==> src/hw/rtl/pdmm_pkg.sv <==
package pdmm_pkg;

	localparam int COORD_BITS = 10;
	localparam int FRAC_BITS  = 8;
	localparam int DIST_BITS  = COORD_BITS + 1 + FRAC_BITS;
	localparam int SQ_BITS    = 2 * COORD_BITS;
	localparam int SUM_BITS   = SQ_BITS + 1;
	localparam int RAD_BITS   = 2 * DIST_BITS;
	localparam int REM_BITS   = DIST_BITS + 1;
	localparam int ROOT_STEPS = DIST_BITS;
	localparam int STEP_BITS  = $clog2(ROOT_STEPS);
	localparam int CFG_BITS   = 2;

	localparam logic [1:0] MET_EUCLID    = 2'd0;
	localparam logic [1:0] MET_MANHATTAN = 2'd1;

	localparam logic [CFG_BITS-1:0] CFG_REF_ROW   = 2'd0;
	localparam logic [CFG_BITS-1:0] CFG_REF_COL   = 2'd1;
	localparam logic [CFG_BITS-1:0] CFG_ROW_LIMIT = 2'd2;
	localparam logic [CFG_BITS-1:0] CFG_COL_LIMIT = 2'd3;

	typedef enum logic [1:0] {
		RES_OK     = 2'd0,
		RES_RANGE  = 2'd1,
		RES_METRIC = 2'd2
	} res_code_t;

	typedef enum logic [2:0] {
		CS_IDLE,
		CS_SQUARE,
		CS_SUM,
		CS_ROOT,
		CS_UPDATE
	} ctl_state_t;

	typedef struct packed {
		logic load;
		logic square;
		logic sum;
		logic step;
		logic update;
	} ctl_cmd_t;

	typedef struct packed {
		logic direct;
		logic out_free;
	} dp_stat_t;

endpackage

==> src/hw/rtl/pdmm_ctrl.sv <==
module pdmm_ctrl (
	input  logic                clk,
	input  logic                arst_n,
	input  logic                in_valid,
	output logic                in_stall,
	input  pdmm_pkg::dp_stat_t  stat,
	output pdmm_pkg::ctl_cmd_t  cmd
);

	pdmm_pkg::ctl_state_t state_q, state_d;
	logic [pdmm_pkg::STEP_BITS-1:0] step_q;
	logic root_last;

	assign root_last = (step_q == pdmm_pkg::STEP_BITS'(pdmm_pkg::ROOT_STEPS - 1));

	always_comb begin
		state_d = state_q;
		unique case (state_q)
			pdmm_pkg::CS_IDLE: begin
				if (in_valid) state_d = pdmm_pkg::CS_SQUARE;
			end
			pdmm_pkg::CS_SQUARE: begin
				state_d = stat.direct ? pdmm_pkg::CS_UPDATE : pdmm_pkg::CS_SUM;
			end
			pdmm_pkg::CS_SUM: begin
				state_d = pdmm_pkg::CS_ROOT;
			end
			pdmm_pkg::CS_ROOT: begin
				if (root_last) state_d = pdmm_pkg::CS_UPDATE;
			end
			pdmm_pkg::CS_UPDATE: begin
				if (stat.out_free) state_d = pdmm_pkg::CS_IDLE;
			end
			default: state_d = pdmm_pkg::CS_IDLE;
		endcase
	end

	always_comb begin
		in_stall   = (state_q != pdmm_pkg::CS_IDLE);
		cmd.load   = (state_q == pdmm_pkg::CS_IDLE) && in_valid;
		cmd.square = (state_q == pdmm_pkg::CS_SQUARE);
		cmd.sum    = (state_q == pdmm_pkg::CS_SUM);
		cmd.step   = (state_q == pdmm_pkg::CS_ROOT);
		cmd.update = (state_q == pdmm_pkg::CS_UPDATE) && stat.out_free;
	end

	always_ff @(posedge clk or negedge arst_n) begin
		if (!arst_n) begin
			state_q <= pdmm_pkg::CS_IDLE;
			step_q  <= '0;
		end else begin
			state_q <= state_d;
			if (state_q == pdmm_pkg::CS_SUM) begin
				step_q <= '0;
			end else if (state_q == pdmm_pkg::CS_ROOT) begin
				step_q <= step_q + 1'b1;
			end
		end
	end

	a_root_ends: assert property (@(posedge clk) disable iff (!arst_n)
		(state_q == pdmm_pkg::CS_ROOT && root_last) |=> state_q == pdmm_pkg::CS_UPDATE)
		else $error("root iteration did not end in update");

	a_sum_to_root: assert property (@(posedge clk) disable iff (!arst_n)
		cmd.sum |=> (state_q == pdmm_pkg::CS_ROOT && step_q == '0))
		else $error("root iteration started without cleared step count");

	a_accept_busy: assert property (@(posedge clk) disable iff (!arst_n)
		cmd.load |=> in_stall)
		else $error("input not held off after accepting a transaction");

endmodule

==> src/hw/rtl/pdmm_datapath.sv <==
module pdmm_datapath (
	input  logic                                clk,
	input  logic                                arst_n,
	input  logic                                cfg_we,
	input  logic [pdmm_pkg::CFG_BITS-1:0]       cfg_index,
	input  logic [pdmm_pkg::COORD_BITS-1:0]     cfg_data,
	input  logic [pdmm_pkg::COORD_BITS-1:0]     point_row,
	input  logic [pdmm_pkg::COORD_BITS-1:0]     point_col,
	input  logic [1:0]                          metric,
	input  pdmm_pkg::ctl_cmd_t                  cmd,
	output pdmm_pkg::dp_stat_t                  stat,
	output logic                                out_valid,
	input  logic                                out_stall,
	output logic [pdmm_pkg::DIST_BITS-1:0]      distance,
	output logic [pdmm_pkg::DIST_BITS-1:0]      max_distance,
	output logic [pdmm_pkg::DIST_BITS-1:0]      min_distance,
	output logic [1:0]                          status
);

	logic [pdmm_pkg::COORD_BITS-1:0] ref_row_q, ref_col_q, row_limit_q, col_limit_q;
	logic [pdmm_pkg::COORD_BITS-1:0] dr_q, dc_q, dr_d, dc_d;
	logic                            manhattan_q;
	pdmm_pkg::res_code_t             code_q, code_d;
	logic [pdmm_pkg::SQ_BITS-1:0]    sqr_q, sqc_q;
	logic [pdmm_pkg::RAD_BITS-1:0]   rad_q;
	logic [pdmm_pkg::REM_BITS-1:0]   rem_q;
	logic [pdmm_pkg::DIST_BITS-1:0]  root_q;
	logic [pdmm_pkg::REM_BITS+1:0]   rem_t, trial;
	logic [pdmm_pkg::SUM_BITS-1:0]   sum_sq;
	logic [pdmm_pkg::DIST_BITS-1:0]  manh, dist_d;
	logic [pdmm_pkg::DIST_BITS-1:0]  max_q, min_q, max_d, min_d;
	logic                            out_valid_q;
	logic [pdmm_pkg::DIST_BITS-1:0]  dist_out_q, max_out_q, min_out_q;
	pdmm_pkg::res_code_t             code_out_q;

	always_ff @(posedge clk or negedge arst_n) begin
		if (!arst_n) begin
			ref_row_q   <= '0;
			ref_col_q   <= '0;
			row_limit_q <= '1;
			col_limit_q <= '1;
		end else if (cfg_we) begin
			unique case (cfg_index)
				pdmm_pkg::CFG_REF_ROW:   ref_row_q   <= cfg_data;
				pdmm_pkg::CFG_REF_COL:   ref_col_q   <= cfg_data;
				pdmm_pkg::CFG_ROW_LIMIT: row_limit_q <= cfg_data;
				pdmm_pkg::CFG_COL_LIMIT: col_limit_q <= cfg_data;
				default: ;
			endcase
		end
	end

	always_comb begin
		dr_d = (point_row >= ref_row_q) ? point_row - ref_row_q : ref_row_q - point_row;
		dc_d = (point_col >= ref_col_q) ? point_col - ref_col_q : ref_col_q - point_col;
		priority if (point_row > row_limit_q || point_col > col_limit_q) begin
			code_d = pdmm_pkg::RES_RANGE;
		end else if (metric != pdmm_pkg::MET_EUCLID && metric != pdmm_pkg::MET_MANHATTAN) begin
			code_d = pdmm_pkg::RES_METRIC;
		end else begin
			code_d = pdmm_pkg::RES_OK;
		end
	end

	assign sum_sq = pdmm_pkg::SUM_BITS'(sqr_q) + pdmm_pkg::SUM_BITS'(sqc_q);
	assign rem_t  = {rem_q, rad_q[pdmm_pkg::RAD_BITS-1 -: 2]};
	assign trial  = {1'b0, root_q, 2'b01};
	assign manh   = pdmm_pkg::DIST_BITS'(({1'b0, dr_q} + {1'b0, dc_q})) << pdmm_pkg::FRAC_BITS;

	always_comb begin
		if (code_q != pdmm_pkg::RES_OK) begin
			dist_d = '0;
		end else if (manhattan_q) begin
			dist_d = manh;
		end else begin
			dist_d = root_q;
		end
		max_d = max_q;
		min_d = min_q;
		if (code_q == pdmm_pkg::RES_OK) begin
			if (dist_d > max_q) max_d = dist_d;
			if (dist_d < min_q) min_d = dist_d;
		end
	end

	always_ff @(posedge clk) begin
		if (cmd.load) begin
			dr_q        <= dr_d;
			dc_q        <= dc_d;
			code_q      <= code_d;
			manhattan_q <= (metric == pdmm_pkg::MET_MANHATTAN);
		end
		if (cmd.square) begin
			sqr_q <= dr_q * dr_q;
			sqc_q <= dc_q * dc_q;
		end
		if (cmd.sum) begin
			rad_q  <= pdmm_pkg::RAD_BITS'(sum_sq) << (2 * pdmm_pkg::FRAC_BITS);
			rem_q  <= '0;
			root_q <= '0;
		end else if (cmd.step) begin
			rad_q <= rad_q << 2;
			if (rem_t >= trial) begin
				rem_q  <= pdmm_pkg::REM_BITS'(rem_t - trial);
				root_q <= {root_q[pdmm_pkg::DIST_BITS-2:0], 1'b1};
			end else begin
				rem_q  <= pdmm_pkg::REM_BITS'(rem_t);
				root_q <= {root_q[pdmm_pkg::DIST_BITS-2:0], 1'b0};
			end
		end
		if (cmd.update) begin
			dist_out_q <= dist_d;
			max_out_q  <= max_d;
			min_out_q  <= min_d;
			code_out_q <= code_q;
		end
	end

	always_ff @(posedge clk or negedge arst_n) begin
		if (!arst_n) begin
			max_q       <= '0;
			min_q       <= '1;
			out_valid_q <= 1'b0;
		end else begin
			if (cmd.update) begin
				max_q       <= max_d;
				min_q       <= min_d;
				out_valid_q <= 1'b1;
			end else if (!out_stall) begin
				out_valid_q <= 1'b0;
			end
		end
	end

	assign stat.direct   = (code_q != pdmm_pkg::RES_OK) || manhattan_q;
	assign stat.out_free = !out_valid_q || !out_stall;

	assign out_valid    = out_valid_q;
	assign distance     = dist_out_q;
	assign max_distance = max_out_q;
	assign min_distance = min_out_q;
	assign status       = code_out_q;

	a_ok_bounds: assert property (@(posedge clk) disable iff (!arst_n)
		(out_valid_q && code_out_q == pdmm_pkg::RES_OK) |->
			(max_out_q >= dist_out_q && min_out_q <= dist_out_q))
		else $error("running max or min does not bound the distance");

	a_flag_zero: assert property (@(posedge clk) disable iff (!arst_n)
		(out_valid_q && code_out_q != pdmm_pkg::RES_OK) |-> dist_out_q == '0)
		else $error("flagged transaction carries a distance");

	a_no_overwrite: assert property (@(posedge clk) disable iff (!arst_n)
		cmd.update |-> (!out_valid_q || !out_stall))
		else $error("result overwritten while stalled");

endmodule

==> src/hw/rtl/point_distance_min_max_core.sv <==
// Distance from a grid point to a reference point, with running max and min.
// Input channel: in_valid / in_stall with point_row, point_col and metric
// (0 Euclidean, 1 Manhattan). Output channel: out_valid / out_stall with
// distance, max_distance, min_distance (8 fraction bits) and status
// (0 ok, 1 point out of range, 2 invalid metric; flagged items leave the
// running max and min alone and report distance 0).
// Configuration: cfg_we with cfg_index 0 ref_row, 1 ref_col, 2 row_limit,
// 3 col_limit; write only while no transaction is in flight.
// A Euclidean item passes through square, sum, 19 steps of the bit-serial
// square-root loop (one result bit each) and update; Manhattan and flagged
// items go from square straight to update. One item is in flight at a time
// and the controller returns to idle between items, so a new item is
// accepted only after the last one has left update.
// The output register holds one result: the next item is accepted while it
// waits, and that item stalls in its update cycle until out_stall drops.
// Reset clears the reference to 0, the limits to 1023, the running max to
// 0 and the running min to all ones (no valid distance yet).
module point_distance_min_max_core (
	input  logic                                clk,
	input  logic                                arst_n,
	input  logic                                cfg_we,
	input  logic [pdmm_pkg::CFG_BITS-1:0]       cfg_index,
	input  logic [pdmm_pkg::COORD_BITS-1:0]     cfg_data,
	input  logic                                in_valid,
	output logic                                in_stall,
	input  logic [pdmm_pkg::COORD_BITS-1:0]     point_row,
	input  logic [pdmm_pkg::COORD_BITS-1:0]     point_col,
	input  logic [1:0]                          metric,
	output logic                                out_valid,
	input  logic                                out_stall,
	output logic [pdmm_pkg::DIST_BITS-1:0]      distance,
	output logic [pdmm_pkg::DIST_BITS-1:0]      max_distance,
	output logic [pdmm_pkg::DIST_BITS-1:0]      min_distance,
	output logic [1:0]                          status
);

	pdmm_pkg::ctl_cmd_t cmd;
	pdmm_pkg::dp_stat_t stat;

	pdmm_ctrl u_ctrl (
		.clk      (clk),
		.arst_n   (arst_n),
		.in_valid (in_valid),
		.in_stall (in_stall),
		.stat     (stat),
		.cmd      (cmd)
	);

	pdmm_datapath u_datapath (
		.clk          (clk),
		.arst_n       (arst_n),
		.cfg_we       (cfg_we),
		.cfg_index    (cfg_index),
		.cfg_data     (cfg_data),
		.point_row    (point_row),
		.point_col    (point_col),
		.metric       (metric),
		.cmd          (cmd),
		.stat         (stat),
		.out_valid    (out_valid),
		.out_stall    (out_stall),
		.distance     (distance),
		.max_distance (max_distance),
		.min_distance (min_distance),
		.status       (status)
	);

endmodule

==> config.mk <==
export PLATFORM = sky130hd
export DESIGN_NAME = point_distance_min_max_core
export DESIGN_NICKNAME = d
export VERILOG_FILES = /design/src/hw/rtl/pdmm_pkg.sv /design/src/hw/rtl/pdmm_ctrl.sv /design/src/hw/rtl/pdmm_datapath.sv /design/src/hw/rtl/point_distance_min_max_core.sv
export SDC_FILE = /design/constraint.sdc
export NUM_CORES = 1
export LEC_CHECK = 0
export BUFFER_PORTS_ARGS = -buffer_cell sky130_fd_sc_hd__clkbuf_2
export CAP_MARGIN = 25
export CORE_ASPECT_RATIO = 0.6
export CORE_MARGIN = 2
export CORE_UTILIZATION = 37
export CTS_CLUSTER_DIAMETER = 30
export DETAILED_ROUTE_END_ITERATION = 7
export PLACE_DENSITY = 0.51
export RECOVER_POWER = 100
export SETUP_SLACK_MARGIN = 0.2
export SLEW_MARGIN = 30
export SYNTH_ARGS = -nofsm -noshare
export SYNTH_HDL_FRONTEND = slang
export SYNTH_SLANG_ARGS = --single-unit
==> constraint.sdc <==
create_clock -name clk -period 7.1 [get_ports clk]
set_input_delay 0.355 -clock clk [delete_from_list [all_inputs] [get_ports clk]]
set_output_delay 0.355 -clock clk [all_outputs]
set_load 0.03 [all_outputs]
==> metrics.txt, run 1 <==
Final Setup Violations 0; Syn Area/Cell 9.99 um^2; post-route setup TNS 0 ns; Critical Path End u_datapath.sqr_q[19]; post-cts sizing count 0; Arr. time, crit path 6.23 ns; worst skew pair latency 0.58 ns; total grt overflow 0; die area 58,000 um^2; Rows 67; Core ar. 55,600 um^2; CTS Root Cell clkbuf_16; worst-margin pin slew 3.90 ns; Die X-Extent between 300 and 400 um; Gate Count Post-Synth 2,077; slew margin rel. -160%; crit path launch type flop; critical path capture point type flop; Post-CTS Setup Bufs 0; RSZ-0062 raised after global routing false; Register Area 7260 um^2; Inserted Clock Buffers 54; Iter 0 DRT Violations approximately 1,100; r2r setup slk ~1.1 ns; Worst Setup SP u_datapath.dr_q[1]; Final Skew between 0.02 and 0.025 ns; Seq/Total Area, Yosys a little over a third; fin crit period 5.97 ns; top_reg_cell synth edfxtp_1; CP max stage delay 0.76 ns; Req. time, crit path approximately 7.4 ns; clock sinks between 200 and 300; global placement routability congestion approximately 0.86; Max Clk Rate 0.168 GHz; max-cap viol count 7; post-route clock period utilization 84.0%; Clock Path Buffers 3; area of the multi-input gates 12,100 um^2; post-route ant nets 0; number of synthesized register bits approximately 270; drt via density 5.05; global-route wire length before repair 83,900 um; cell count along the critical path 16; commonest non-fill, non-tap cell in the layout inv_1; synthesized net count 2,459; worst path buffer plus inverter count 2; H-Tree Depth 2; reg2reg start u_datapath.dr_q[1]; Chip Height roughly 190 um; DR pass1 iterations 5; Synth Warn # 0; Reg clk slew, reported paths 0.06 ns; failing checks capacitance limit, slew limit; critical-path cell list and2_0, fa_1, fa_1, ha_1, fa_1, inv_1, fa_1, inv_1, ha_1, nand4_1, and3_1, a21oi_1, nor2_1, o31ai_1, nor4_1, nor3_1; Worst Path Max Fanout 16; Port Buffer Count 99; DRC Markers 0; initial antenna violation count 0; hold_buf cts 1; Total GRT Usage 18.3%; detailed-route via count 15,100; final hold slack 0.0356 ns; terminus of the critical flop-to-flop path u_datapath.sqr_q[19]; Final nets ~2,600; number of synthesized flops with an enable pin about 140; CTS tree done; commonest non-fill, non-tap cells in the layout inv_1, ha_1, o21ai_0, nand2_1, edfxtp_1; async set-reset flop share out of synthesis between 30 and 40%; Min-Delay Path Class input pin to flop; Netlist cell types 80; Ports 100; vias in the first global route 14,800; fraction of layout cells with a size suffix above 1 11.3%; hpwl dp 41,000 um; Fill cells 5,438; Total Routed Length 52,800 um; status finished with violations; most frequent CP cell fa_1; R2R depth 16; Crit-path slowest cell edfxtp_1; critical path's top delay family adder cells; Area growth syn-to-layout 14.7%; Post-Syn Area around 21,000 um^2; Initial Util around 37%; crit path kind flop to flop; Slew Limit Fails 309; Final Hold Fails 0; WL per Instance 17.6 um; pin count of the biggest net entering global routing 75
==> flip-flops by register name, summed over array words and instances (netlist names), 5 cells and up <==
register                 count
u_ctrl.step_q                5
u_datapath.sqr_q            19
u_datapath.ref_row_q        10
u_datapath.root_q           19
u_datapath.dc_q             10
u_datapath.max_q            19
u_datapath.distance         19
u_datapath.max_distance     19
u_datapath.min_distance     19
u_datapath.ref_col_q        10
u_datapath.rem_q            20
u_datapath.row_limit_q      10
u_datapath.rad_q            22
u_datapath.min_q            19
u_datapath.dr_q             10
u_datapath.col_limit_q      10
u_datapath.sqc_q            19
==> cell usage after synthesis (54+ instances only) <==
library cell | count | area share (%)
and2_1 | 65 | 2.0
edfxtp_1 | 141 | 20
a21oi_1 | 95 | 2.3
inv_1 | 279 | 5.0
nand2_1 | 141 | 2.6
nand3_1 | 63 | 1.5
o21ai_0 | 155 | 3.7
nor2_1 | 80 | 1.4
mux2_2 | 62 | 3.4
fa_1 | 99 | 9.6
xnor2_1 | 54 | 2.3
ha_1 | 244 | 15
==> cells by family after synthesis <==
group	share of synthesized area, %
simple gates	12.5
compound gates	12.3
buf+inv	6.62
fa+ha+maj	24.3
flops	35.0
mux	5.50
xor+xnor	3.80
==> worst min-delay path by stage <==
stage,endpoint,cells after the start,startpoint,slack [ns]
detailed placement,u_datapath.ref_row_q[5],1,arst_n,0.33
global route,u_ctrl.state_q[0],3,in_valid,0.04
finish,u_datapath.out_valid,3,out_stall,0.04
CTS,u_datapath.out_valid,3,out_stall,0.0003
global placement,u_datapath.ref_row_q[7],1,arst_n,0.33
floorplan,u_ctrl.state_q[0],0,arst_n,0.06
==> through the flow <==
stage	setup WS (ns)	cells	util, %	cell area (um^2)
2_1_floorplan	1.90	2077	-	20700
3_5_place_dp	1.21	2891	39.8	22100
6_report	1.13	2994	42.8	23800
5_1_grt	0.628	2993	42.8	23800
4_1_cts	1.21	2993	43.2	24000
3_3_place_gp	1.26	2888	39.7	22000
==> worst reg2reg max path, delay by kind of cell (launching register included) <==
family	cells	cell delay, ns
buf+inv	2	0.10
compound gates	2	0.63
flops	1	0.76
fa+ha+maj	6	2.71
simple gates	6	1.47
==> metal layers <==
metal / global-route usage [%] / routed length, um / up-vias
met4: 3.10 / 611 / 0
met3: 4.58 / 3800 / 54
met1: 30.8 / 29200 / 7225
li1: - / - / 7474
met5: 0 / 0 / -
met2: 22.8 / 19200 / 354
==> layout make-up <==
cell class	instances	area share [%]
Multi-Input combinational cell	1463	50.8
Antenna cell	1	0.0105
Inverter	280	4.42
Tap cell	759	3.99
Clock inverter	38	1.89
Sequential cell	268	30.5
Timing Repair Buffer	122	2.24
Clock buffer	63	6.13
Power of run 1 is left out: the tool's default activity adds up to more than one toggle a clock period on the data nets, which glitch-free logic cannot reach.
==> run 2: changes to the inputs <==
clock period = 6.2 ns   (was 7.1 ns; I/O delays follow)
==> run 2 against run 1 <==
Effect of this change:
- the run still ends with capacitance limit, slew limit left
- via count down 0.16%
- hold slack better by 0.015 ns
- sequential share of layout area rose by 0.12 points
- wire length is 0.60% higher
- setup slack got worse by 0.77 ns
- critical path type unchanged
- register-to-register slack lost 0.77 ns
- global-route usage is 0.23 points higher
- critical path depth fell by 2
- die area did not move
- first-iteration DRC count up 1.9%
==> metrics.txt, run 2 (synthesis results as in run 1) <==
status finished with violations; Die X-Extent 310 um (unchanged); GRT met3 Usage 3.54% (-1.0 points); clock sinks 268 (unchanged); Chip Height 187 um (unchanged); Slew Limit Fails 315 (+1.9%); failing checks capacitance limit, slew limit; drt via density 5.04 (-0.13%); commonest non-fill, non-tap cells in the layout inv_1, ha_1, o21ai_0, nand2_1, edfxtp_1; DRC Markers 0 (unchanged); vias in the first global route 14,800 (+0.10%); Final nets 2,575 (+0.16%); post-route ant nets 0 (unchanged); Min-Delay Path Class input pin to flop; Top Usage Layer GRT met1; Port Buffer Count 99 (unchanged); commonest non-fill, non-tap cell in the layout inv_1; global-route wire length before repair 84,700 um (+1.0%); terminus of the critical flop-to-flop path u_datapath.max_distance[13]; crit path kind flop to flop; r2r setup slk 0.37 ns (-0.77 ns); hpwl dp 41,300 um (+0.75%); Inserted Clock Buffers 51 (-5.6%); CP max stage delay 0.86 ns (+0.10 ns); Min-Delay Startpoint cfg_data[5]; hold path endpoint u_datapath.ref_row_q[5]; Total GRT Usage 18.6% (+0.23 points); critical-path cell list clkbuf_1, ha_1, fa_1, xnor2_1, a211oi_1, clkbuf_1, ha_1, nand4_1, or2_1, a21oi_2, a2111oi_1, o221a_2, or3_1, mux2_2; met1 Use GR 31.8% (+0.99 points); grt met2 use 22.8% (+0.069 points); pin count of the biggest net entering global routing 67 (-11%); Req. time, crit path 6.51 ns (-0.85 ns); Arr. time, crit path 6.14 ns (-0.09 ns); DR pass1 iterations 5 (unchanged); Max Clk Rate 0.171 GHz (+2.3%); max FFs per register 22 (unchanged); antenna fix cells 0 (-1); Crit-path slowest cell or3_1; Total Routed Length 53,100 um (+0.60%); Initial Util 37.3% (unchanged); Final Cell Area 23,700 um^2 (-0.39%); worst-margin pin slew 3.12 ns (-0.778 ns); Rows 67 (unchanged); worst skew pair latency 0.57 ns (about the same); Largest regs u_datapath.rad_q (22), u_datapath.rem_q (20); Final Skew 0.0213 ns (-0.00303 ns); Reg clk slew, reported paths 0.06 ns (about the same); fraction of layout cells with a size suffix above 1 11.0% (-0.31 points); worst path buffer plus inverter count 2 (unchanged); Post-CTS Setup Bufs 0 (unchanged); crit path launch type flop; RSZ-0062 raised after global routing false; die area 58,000 um^2 (unchanged); post-route clock period utilization 94.1% (+10 points); max-cap viol count 8 (+1); Worst Path Max Fanout 18 (+2); R2R depth 14 (-2); post-route setup TNS 0 ns (unchanged); detailed-route via count 15,100 (-0.16%); global placement routability congestion 0.851 (-0.75%); Final Core Density 42.6% (-0.17 points); Final Hold Fails 0 (unchanged); H-Tree Depth 2 (unchanged); Area growth syn-to-layout 14.2%; fin crit period 5.83 ns (-0.134 ns); Core ar. 55,600 um^2 (unchanged); initial antenna violation count 0 (unchanged); reg2reg start u_datapath.dc_q[0]; largest reg by FF count u_datapath.rad_q; WL per Instance 17.7 um (+0.63%); CTS Root Cell clkbuf_16; Final Setup Violations 0 (unchanged); Ports 100 (unchanged); Clock Path Buffers 3 (unchanged); critical path capture point type flop; critical path's top delay family compound AO/OA/AOI/OAI gates; WHS Path Cells 3 (unchanged); Iter 0 DRT Violations 1,163 (+1.9%); total grt overflow 0 (unchanged); slew margin rel. -108% (+52 points); CTS tree done; Post-Place Cell Area 22,200 um^2 (+0.17%)
==> run 2: what timing repair did <==
action / CTS / global route
hold buffers: 3 / 0
endpoints found under the hold margin: 25 / 0
gates resized for setup: 0 / 0
==> run 2: worst min-delay path, delay by kind of cell <==
family	cells	cell delay (ns)
buffers and inverters	1	0.14
and+or+nand+nor	1	0.06
AOI/OAI and AO/OA	1	0.06
==> run 2: how the worst max path moves through the flow <==
stage                             from                           to  slack, ns  cells after the start
floorplan           u_datapath.dc_q[1]         u_datapath.sqc_q[19]       1.00                     18
global placement    u_datapath.dr_q[0]  u_datapath.min_distance[15]       0.37                     17
detailed placement  u_datapath.dr_q[0]  u_datapath.min_distance[15]       0.40                     17
CTS                 u_datapath.dr_q[0]  u_datapath.min_distance[15]       0.38                     17
global route        u_datapath.dc_q[0]         u_datapath.sqc_q[19]       0.15                     19
finish              u_datapath.dc_q[0]  u_datapath.max_distance[13]       0.37                     14
==> run 2: stage by stage <==
step,hold slack [ns],instances,setup slack (ns)
2_1_floorplan,0.0144,2077,1.00
3_3_place_gp,0.383,2894,0.365
3_5_place_dp,0.390,2896,0.396
4_1_cts,0.0225,2993,0.376
5_1_grt,0.0538,2993,0.149
6_report,0.0509,2993,0.368
==> run 2: cell type report <==
type / count / area (um^2)
sequential: 268 / 7260
clock buffer: 61 / 1370
multi-input combinational: 1463 / 12100
tap: 759 / 950
clock inverter: 33 / 392
inverter: 280 / 1050
timing repair buffer: 129 / 581
fill: 5341 / 31900
==> run 2: layer usage <==
| layer | vias to the layer above | part of all wire, % |
|---|---|---|
| met5 | - | 0 |
| met4 | 0 | 1.8 |
| met3 | 76 | 5.5 |
| met2 | 328 | 36 |
| met1 | 7222 | 57 |
| li1 | 7457 | - |
Power of run 2 is left out for the same reason.
